### src/rtl/dda_pkg.sv
`timescale 1ns / 1ps
// Shared types and constants for the DDA line rasterizer.
// No dependencies; every other file in rtl imports this package.
package dda_pkg;

    // Widest coordinate the ports carry.
    localparam int COORD_W = 6;

    // Entries in the queue between the front and the back.
    localparam int QUEUE_DEPTH = 2;

    // One input beat: a line segment given by its two endpoints.
    typedef struct packed {
        logic [COORD_W-1:0] start_x;
        logic [COORD_W-1:0] start_y;
        logic [COORD_W-1:0] end_x;
        logic [COORD_W-1:0] end_y;
    } line_in_t;

    // One output beat: a plotted pixel.
    typedef struct packed {
        logic [COORD_W-1:0] pixel_x;
        logic [COORD_W-1:0] pixel_y;
        logic               last_pixel;
    } pixel_out_t;

    // A classified line, as queued for the stepping engine.
    typedef struct packed {
        logic [COORD_W-1:0]        x0;
        logic [COORD_W-1:0]        y0;
        logic signed [COORD_W:0]   dx;
        logic signed [COORD_W:0]   dy;
        logic [COORD_W-1:0]        steps;
    } line_job_t;

endpackage

### src/rtl/dda_front.sv
`timescale 1ns / 1ps
// Front end: accepts a segment, masks it to the coordinate width and works out
// the signed deltas and the step count. Depends on dda_pkg.
module dda_front
    import dda_pkg::*;
#(
    parameter int COORD_BITS = 6
)
(
    input  logic      start,
    input  line_in_t  segment,
    input  logic      queue_full,
    output logic      busy,
    output logic      push,
    output line_job_t job
);

    localparam logic [COORD_W-1:0] CoordMask = COORD_W'((1 << COORD_BITS) - 1);

    logic [COORD_W-1:0]      x0;
    logic [COORD_W-1:0]      y0;
    logic [COORD_W-1:0]      x1;
    logic [COORD_W-1:0]      y1;
    logic signed [COORD_W:0] dx;
    logic signed [COORD_W:0] dy;
    logic [COORD_W-1:0]      adx;
    logic [COORD_W-1:0]      ady;

    always_comb
    begin
        x0  = segment.start_x & CoordMask;
        y0  = segment.start_y & CoordMask;
        x1  = segment.end_x & CoordMask;
        y1  = segment.end_y & CoordMask;
        dx  = signed'({1'b0, x1}) - signed'({1'b0, x0});
        dy  = signed'({1'b0, y1}) - signed'({1'b0, y0});
        adx = dx[COORD_W] ? COORD_W'(-dx) : dx[COORD_W-1:0];
        ady = dy[COORD_W] ? COORD_W'(-dy) : dy[COORD_W-1:0];

        job.x0    = x0;
        job.y0    = y0;
        job.dx    = dx;
        job.dy    = dy;
        job.steps = (adx > ady) ? adx : ady;
    end

    assign busy = queue_full;
    assign push = start && !queue_full;

endmodule

### src/rtl/dda_queue.sv
`timescale 1ns / 1ps
// Short queue of classified lines between the front and the back.
// Depends on dda_pkg for the entry type and depth.
module dda_queue
    import dda_pkg::*;
(
    input  logic      clk,
    input  logic      rst_n,
    input  logic      push,
    input  line_job_t push_data,
    input  logic      pop,
    output line_job_t pop_data,
    output logic      full,
    output logic      empty
);

    localparam int PtrW = (QUEUE_DEPTH > 1) ? $clog2(QUEUE_DEPTH) : 1;
    localparam int CntW = $clog2(QUEUE_DEPTH + 1);
    localparam logic [CntW-1:0] DepthCount = CntW'(QUEUE_DEPTH);
    localparam logic [PtrW-1:0] LastPtr    = PtrW'(QUEUE_DEPTH - 1);

    line_job_t         mem [QUEUE_DEPTH];
    logic [PtrW-1:0]   wr_ptr_reg;
    logic [PtrW-1:0]   wr_ptr_next;
    logic [PtrW-1:0]   rd_ptr_reg;
    logic [PtrW-1:0]   rd_ptr_next;
    logic [CntW-1:0]   count_reg;
    logic [CntW-1:0]   count_next;

    assign full     = (count_reg == DepthCount);
    assign empty    = (count_reg == '0);
    assign pop_data = mem[rd_ptr_reg];

    always_comb
    begin
        wr_ptr_next = wr_ptr_reg;
        rd_ptr_next = rd_ptr_reg;
        count_next  = count_reg;
        if (push)
        begin
            wr_ptr_next = (wr_ptr_reg == LastPtr) ? '0 : wr_ptr_reg + 1'b1;
        end
        if (pop)
        begin
            rd_ptr_next = (rd_ptr_reg == LastPtr) ? '0 : rd_ptr_reg + 1'b1;
        end
        if (push && !pop)
        begin
            count_next = count_reg + 1'b1;
        end
        else if (pop && !push)
        begin
            count_next = count_reg - 1'b1;
        end
    end

    always_ff @(posedge clk or negedge rst_n)
    begin
        if (!rst_n)
        begin
            wr_ptr_reg <= '0;
            rd_ptr_reg <= '0;
            count_reg  <= '0;
        end
        else
        begin
            wr_ptr_reg <= wr_ptr_next;
            rd_ptr_reg <= rd_ptr_next;
            count_reg  <= count_next;
        end
    end

    always_ff @(posedge clk)
    begin
        if (push)
        begin
            mem[wr_ptr_reg] <= push_data;
        end
    end

endmodule

### src/rtl/dda_back.sv
`timescale 1ns / 1ps
// Back end: steps one queued line a pixel per cycle with exact error
// accumulators and drives the registered pixel strobe. Depends on dda_pkg.
module dda_back
    import dda_pkg::*;
#(
    parameter int COORD_BITS = 6
)
(
    input  logic       clk,
    input  logic       rst_n,
    input  logic       queue_empty,
    input  line_job_t  job,
    output logic       pop,
    output logic       pixel_valid,
    output pixel_out_t pixel
);

    // Residues lie in [0, 2*steps); a residue plus twice a delta needs two
    // bits above the coordinate and a sign bit.
    localparam int ErrW = COORD_BITS + 3;

    typedef struct packed {
        logic [COORD_W-1:0]     coord;
        logic signed [ErrW-1:0] err;
    } axis_t;

    logic                   active_reg;
    logic                   active_next;
    logic [COORD_W-1:0]     remain_reg;
    logic [COORD_W-1:0]     remain_next;
    axis_t                  x_reg;
    axis_t                  x_next;
    axis_t                  y_reg;
    axis_t                  y_next;
    logic signed [ErrW-1:0] dx2_reg;
    logic signed [ErrW-1:0] dx2_next;
    logic signed [ErrW-1:0] dy2_reg;
    logic signed [ErrW-1:0] dy2_next;
    logic signed [ErrW-1:0] d2_reg;
    logic signed [ErrW-1:0] d2_next;
    logic                   valid_reg;
    pixel_out_t             pixel_reg;
    logic                   last_now;
    logic signed [ErrW-1:0] start_err;

    // Advance one axis: add twice the delta to the residue and carry at most
    // one unit into the coordinate.
    function automatic axis_t axis_step(axis_t cur, logic signed [ErrW-1:0] d2x,
                                        logic signed [ErrW-1:0] den);
        axis_t                  res;
        logic signed [ErrW-1:0] sum;
        sum = cur.err + d2x;
        res = cur;
        res.err = sum;
        if (!d2x[ErrW-1])
        begin
            if (sum >= den)
            begin
                res.coord = cur.coord + 1'b1;
                res.err   = sum - den;
            end
        end
        else if (sum[ErrW-1])
        begin
            res.coord = cur.coord - 1'b1;
            res.err   = sum + den;
        end
        return res;
    endfunction

    assign last_now  = (remain_reg == '0);
    assign pop       = !queue_empty && (!active_reg || last_now);
    assign start_err = signed'(ErrW'(job.steps));

    always_comb
    begin
        active_next = active_reg;
        remain_next = remain_reg;
        x_next      = x_reg;
        y_next      = y_reg;
        dx2_next    = dx2_reg;
        dy2_next    = dy2_reg;
        d2_next     = d2_reg;
        if (pop)
        begin
            // Point zero is the start itself with a residue of half the divisor.
            active_next = 1'b1;
            remain_next = job.steps;
            x_next.coord = job.x0;
            x_next.err   = start_err;
            y_next.coord = job.y0;
            y_next.err   = start_err;
            dx2_next    = signed'(ErrW'(job.dx)) <<< 1;
            dy2_next    = signed'(ErrW'(job.dy)) <<< 1;
            d2_next     = start_err <<< 1;
        end
        else if (active_reg)
        begin
            if (last_now)
            begin
                active_next = 1'b0;
            end
            else
            begin
                remain_next = remain_reg - 1'b1;
                x_next      = axis_step(x_reg, dx2_reg, d2_reg);
                y_next      = axis_step(y_reg, dy2_reg, d2_reg);
            end
        end
    end

    always_ff @(posedge clk or negedge rst_n)
    begin
        if (!rst_n)
        begin
            active_reg <= 1'b0;
            valid_reg  <= 1'b0;
        end
        else
        begin
            active_reg <= active_next;
            valid_reg  <= active_reg;
        end
    end

    always_ff @(posedge clk)
    begin
        remain_reg <= remain_next;
        x_reg      <= x_next;
        y_reg      <= y_next;
        dx2_reg    <= dx2_next;
        dy2_reg    <= dy2_next;
        d2_reg     <= d2_next;
        pixel_reg.pixel_x    <= x_reg.coord;
        pixel_reg.pixel_y    <= y_reg.coord;
        pixel_reg.last_pixel <= last_now;
    end

    assign pixel_valid = valid_reg;
    assign pixel       = pixel_reg;

endmodule

### src/rtl/dda_line_rasterizer.sv
`timescale 1ns / 1ps
// DDA line rasterizer: a line of S = max(|dx|, |dy|) steps gives S + 1 pixel beats.
// A segment goes via the queue and the stepping registers to the pixel register.
// Throughput: one pixel per cycle while a line is drawn, set by the stepping engine.
// Reset (rst_n, async, active low) empties the queue and stops any line in flight.
// Pixels leave on a one-cycle strobe; the receiver cannot stall the block.
module dda_line_rasterizer
    import dda_pkg::*;
#(
    parameter int COORD_BITS = 6
)
(
    input  logic       clk,
    input  logic       rst_n,
    // Command side: a segment beat is taken when start is high and busy is low.
    input  logic       start,
    input  line_in_t   segment,
    output logic       busy,
    // Result side: one pixel beat per cycle in which pixel_valid is high.
    output logic       pixel_valid,
    output pixel_out_t pixel
);

    // The front end masks the endpoints and classifies the line into signed
    // deltas and a step count. It stalls only when the queue is full, so a
    // new segment can be taken while the back end is still drawing.
    line_job_t front_job;
    logic      front_push;
    logic      queue_full;
    logic      queue_empty;
    line_job_t queue_job;
    logic      back_pop;

    dda_front #(
        .COORD_BITS (COORD_BITS)
    ) u_front (
        .start      (start),
        .segment    (segment),
        .queue_full (queue_full),
        .busy       (busy),
        .push       (front_push),
        .job        (front_job)
    );

    // Two-entry queue decouples classification from drawing.
    dda_queue u_queue (
        .clk       (clk),
        .rst_n     (rst_n),
        .push      (front_push),
        .push_data (front_job),
        .pop       (back_pop),
        .pop_data  (queue_job),
        .full      (queue_full),
        .empty     (queue_empty)
    );

    // The back end walks the line with exact rounding: each axis keeps its
    // coordinate and a residue against a divisor of twice the step count,
    // which reproduces round-half-up of start + i * delta / steps. It picks
    // up the next line in the same cycle that it registers the last pixel, so
    // consecutive lines run without a gap.
    dda_back #(
        .COORD_BITS (COORD_BITS)
    ) u_back (
        .clk         (clk),
        .rst_n       (rst_n),
        .queue_empty (queue_empty),
        .job         (queue_job),
        .pop         (back_pop),
        .pixel_valid (pixel_valid),
        .pixel       (pixel)
    );

endmodule

### config.mk
export PLATFORM = sky130hd
export DESIGN_NAME = dda_line_rasterizer
export DESIGN_NICKNAME = d
export VERILOG_FILES = /design/src/rtl/dda_pkg.sv /design/src/rtl/dda_front.sv /design/src/rtl/dda_queue.sv /design/src/rtl/dda_back.sv /design/src/rtl/dda_line_rasterizer.sv
export SDC_FILE = /design/constraint.sdc
export NUM_CORES = 1
export LEC_CHECK = 0
export ABC_CLOCK_PERIOD_IN_PS = 4150
export BUFFER_PORTS_ARGS = -buffer_cell sky130_fd_sc_hd__buf_2
export CAP_MARGIN = 20
export CELL_PAD_IN_SITES_DETAIL_PLACEMENT = 1
export CELL_PAD_IN_SITES_GLOBAL_PLACEMENT = 2
export CORE_UTILIZATION = 42
export DETAILED_ROUTE_END_ITERATION = 16
export GPL_TIMING_DRIVEN = 1
export PLACE_DENSITY = 0.87
export SETUP_SLACK_MARGIN = 0.5
export SYNTH_ARGS = -nofsm -noshare
export SYNTH_HDL_FRONTEND = slang
export SYNTH_SLANG_ARGS = --single-unit
### constraint.sdc
create_clock -name clk -period 4.15 [get_ports clk]
set_clock_uncertainty 0.05 [all_clocks]
set_input_delay 0.415 -clock clk [delete_from_list [all_inputs] [get_ports clk]]
set_output_delay 0.415 -clock clk [all_outputs]
set_load 0.02 [all_outputs]
==> run summary <==
Clk Tree Root Cell - clkbuf_16
Synth-to-Final Area Change - 18.5%
EDFF count, synth - 113
Worst setup path startpoint - segment[6]
Most used DFF post-synth - edfxtp_1
Max cap viols - 0
DP Area - 8790 µm²
Core area - 18900 µm²
Period utilization - 87.3%
Post-synthesis register bit count - 138
Post-DRT Antenna Nets - 0
P per Cell Area - 934 nW/µm²
Routed WL per cell - 20.0 µm
Final Max Slew Viols - 0
DR pass1 iterations - 7
Hold WS - 0.153 ns
Setup tns final - 0 ns
Tmin final - 3.62 ns
Sequential cell area - 3920 µm²
Seq/Total Area, Yosys - 47.9%
Fillers - 2046
Critical Path End - u_queue.mem[0][3]$_DFFE_PP_
Tot Pwr - 9.06 mW
Slew Limit Headroom - 35.6%
Status - complete, no violations
Depth of the most critical reg-to-reg path - 13
Final Cell Area - 9700 µm²
WP data arrival - 3.82 ns
Synthesized area per cell - 11.4 µm²
Max reg flops - 64
Mapped Cells - 717
Worst path max stage delay - 0.40 ns
Starting DRT DRC Count - 308
Crit path max fanout - 6
Total GRT Usage - 22.0%
Reg2reg setup slack - 0.60 ns
HPWL after DPL - 15.4 mm
# diodes - 0
Worst path buffer plus inverter count - 5
DRC violations left - 0
Most frequent cells in the layout - edfxtp_1 (113), inv_1 (73), ha_1 (57)
First-pass GRT wire length - 33.6 mm
Largest net degree at the start of global routing - 33
Worst path top cell family by delay - compound AO/OA/AOI/OAI gates
Clock Pin Slew Worst Setup and Hold Paths - 0.06 ns
CTS tree - done
Remaining Overflow, GRT - 0
Post-Syn Area - 8180 µm²
Synth unique cells - 79
Hold Crit Class - in2reg
CP startpoint kind - primary input
Final hold viol count - 0
CP most frequent cell - o21a_1
Commonest non-fill, non-tap cell in the layout - edfxtp_1
Drt total wl - 21.2 mm
Critical Path, Cell by Cell - buf_6 -> inv_4 -> ha_4 -> inv_2 -> fa_2 -> a21o_1 -> a21oi_2 -> o21bai_1 -> a21oi_2 -> buf_6 -> and2_1 -> xnor2_2 -> inv_1 -> ha_1 -> o21a_1 -> o21a_1 -> o21a_1 -> o22ai_4 -> mux2i_2
Endpoints failing setup - 0
Die footprint - 20000 µm²
Slowest CP cell - fa_2
Fraction of registers with async set or reset after synthesis - 4.35%
WP data required - 4.35 ns
Die extent in x - 142 µm
Worst R2R Start - u_back.dx2_reg[1]$_DFFE_PP_
Vias per inst - 5.58
RSZ-0062 raised after global routing - false
Total CTS buffers - 17
# port buffers - 41
Util after Layout - 51.4%
Clock sinks - 138
Peak supply drop - 384 µV
I/O Pins - 42
H-tree Lvls - 4
Synth warn - 0
Via count - 5921
Syn nets - 816
Routability Congestion - 0.878
Multi-input gate area - 4160 µm²
Initial Utilization - 43.3%
Critical path class - in2reg
CTS max path bufs - 2
Initial antenna violation count - 0
Leak - 3.89 nW
Crit end category - flip-flop
RR Endpoint - u_back.x_reg[5]$_DFFE_PP_
Vias in the first global route - 6288
WP depth - 19
Layout cell share with drive strength beyond 1 - 23.1%
Site Rows - 50
Die extent in y - 142 µm
Max Fclk - 276 MHz
Layout Nets - 887
Worst Tran Pin Value - 0.966 ns
Clk_lat worst skew - 0.42 ns
[kinds of logic after synthesis]
| logic type | count (synthesis) | share of synthesized area, % |
|---|---|---|
| AO/OA/AOI/OAI | 171 | 14.7 |
| XOR/XNOR | 49 | 5.52 |
| adder cells (fa/ha/maj) | 72 | 11.7 |
| buffers and inverters | 95 | 4.57 |
| flip-flops | 138 | 47.9 |
| multiplexers | 46 | 6.01 |
| AND/OR/NAND/NOR | 146 | 9.56 |
[how the worst min path moves through the flow]
stage,start,to,slack (ns),depth (start not counted)
4_1_cts,segment[19],u_queue.mem[1][27]$_DFFE_PP_,0.13,1
2_1_floorplan,rst_n,u_back.active_reg$_DFF_PN0_,0.07,0
3_3_place_gp,rst_n,u_back.pixel_valid$_DFF_PN0_,0.21,1
6_report,segment[20],u_queue.mem[0][28]$_DFFE_PP_,0.15,1
3_5_place_dp,rst_n,u_queue.count_reg[0]$_DFFE_PN0P_,0.21,1
5_1_grt,segment[20],u_queue.mem[0][28]$_DFFE_PP_,0.14,1
[cell usage after synthesis (6+ instances only)]
| cell type | n | area (µm²) |
|---|---|---|
| dfrtp_1 | 6 | 150 |
| xnor2_1 | 30 | 263 |
| inv_1 | 76 | 285 |
| o41ai_1 | 6 | 52.6 |
| dfxtp_1 | 19 | 380 |
| o21ai_1 | 13 | 65.1 |
| xor2_1 | 17 | 149 |
| nor2_1 | 30 | 113 |
| nor3_1 | 18 | 90.1 |
| and3_1 | 6 | 37.5 |
| nand2_1 | 25 | 93.8 |
| edfxtp_1 | 113 | 3390 |
| fa_1 | 8 | 160 |
| a31oi_1 | 8 | 50.1 |
| mux2i_1 | 24 | 240 |
| mux2_2 | 21 | 236 |
| nand3_1 | 11 | 55.1 |
| o21bai_1 | 8 | 60.1 |
| ha_1 | 64 | 801 |
| clkbuf_1 | 8 | 30.0 |
| nand2b_1 | 8 | 50.1 |
| a21oi_1 | 37 | 185 |
| o21ai_0 | 26 | 130 |
| o21a_1 | 11 | 82.6 |
| o22ai_1 | 11 | 68.8 |
| nor2b_1 | 10 | 62.6 |
| a21o_1 | 6 | 45.0 |
[layout make-up]
| class | instances | area share [%] |
|---|---|---|
| Timing Repair Buffer | 70 | 4.51 |
| Multi-Input combinational cell | 484 | 42.8 |
| Sequential cell | 138 | 40.4 |
| Clock buffer | 17 | 4.38 |
| Clock inverter | 15 | 1.46 |
| Tap cell | 260 | 3.35 |
| Inverter | 77 | 3.00 |
[timing repair]
item / CTS / global route
gates resized for setup: 17 / 40
hold buffers: 1 / 0
pin swaps: 4 / 20
hold endpoints to repair: 6 / 0
endpoints found under the setup margin: 47 / 48
buffers inserted: 2 / 8
[power breakdown]
group / internal [mW] / leakage [nW] / switching (mW)
sequential: 2.19 / 1.29 / 0.314
clock: 0.836 / 0.278 / 0.616
combinational: 2.16 / 2.32 / 2.93
total: 5.19 / 3.89 / 3.86
[metal layers]
metal  track usage [%]  vias up  share of wire (%)
met5                 0        -                  0
met4              6.56        0                1.4
met3              3.68       25                3.4
met2              37.4      138                 51
met1              28.6     2960                 44
li1                  -     2798                  -
[through the flow]
stage	worst slack, ns	std cells
after floorplan	0.509	717
after global placement	0.204	1018
after detailed placement	-0.0340	1018
after CTS	0.502	1053
after global routing	0.381	1061
final	0.529	1061
No activity file was read; power rests on OpenSTA's default activity.
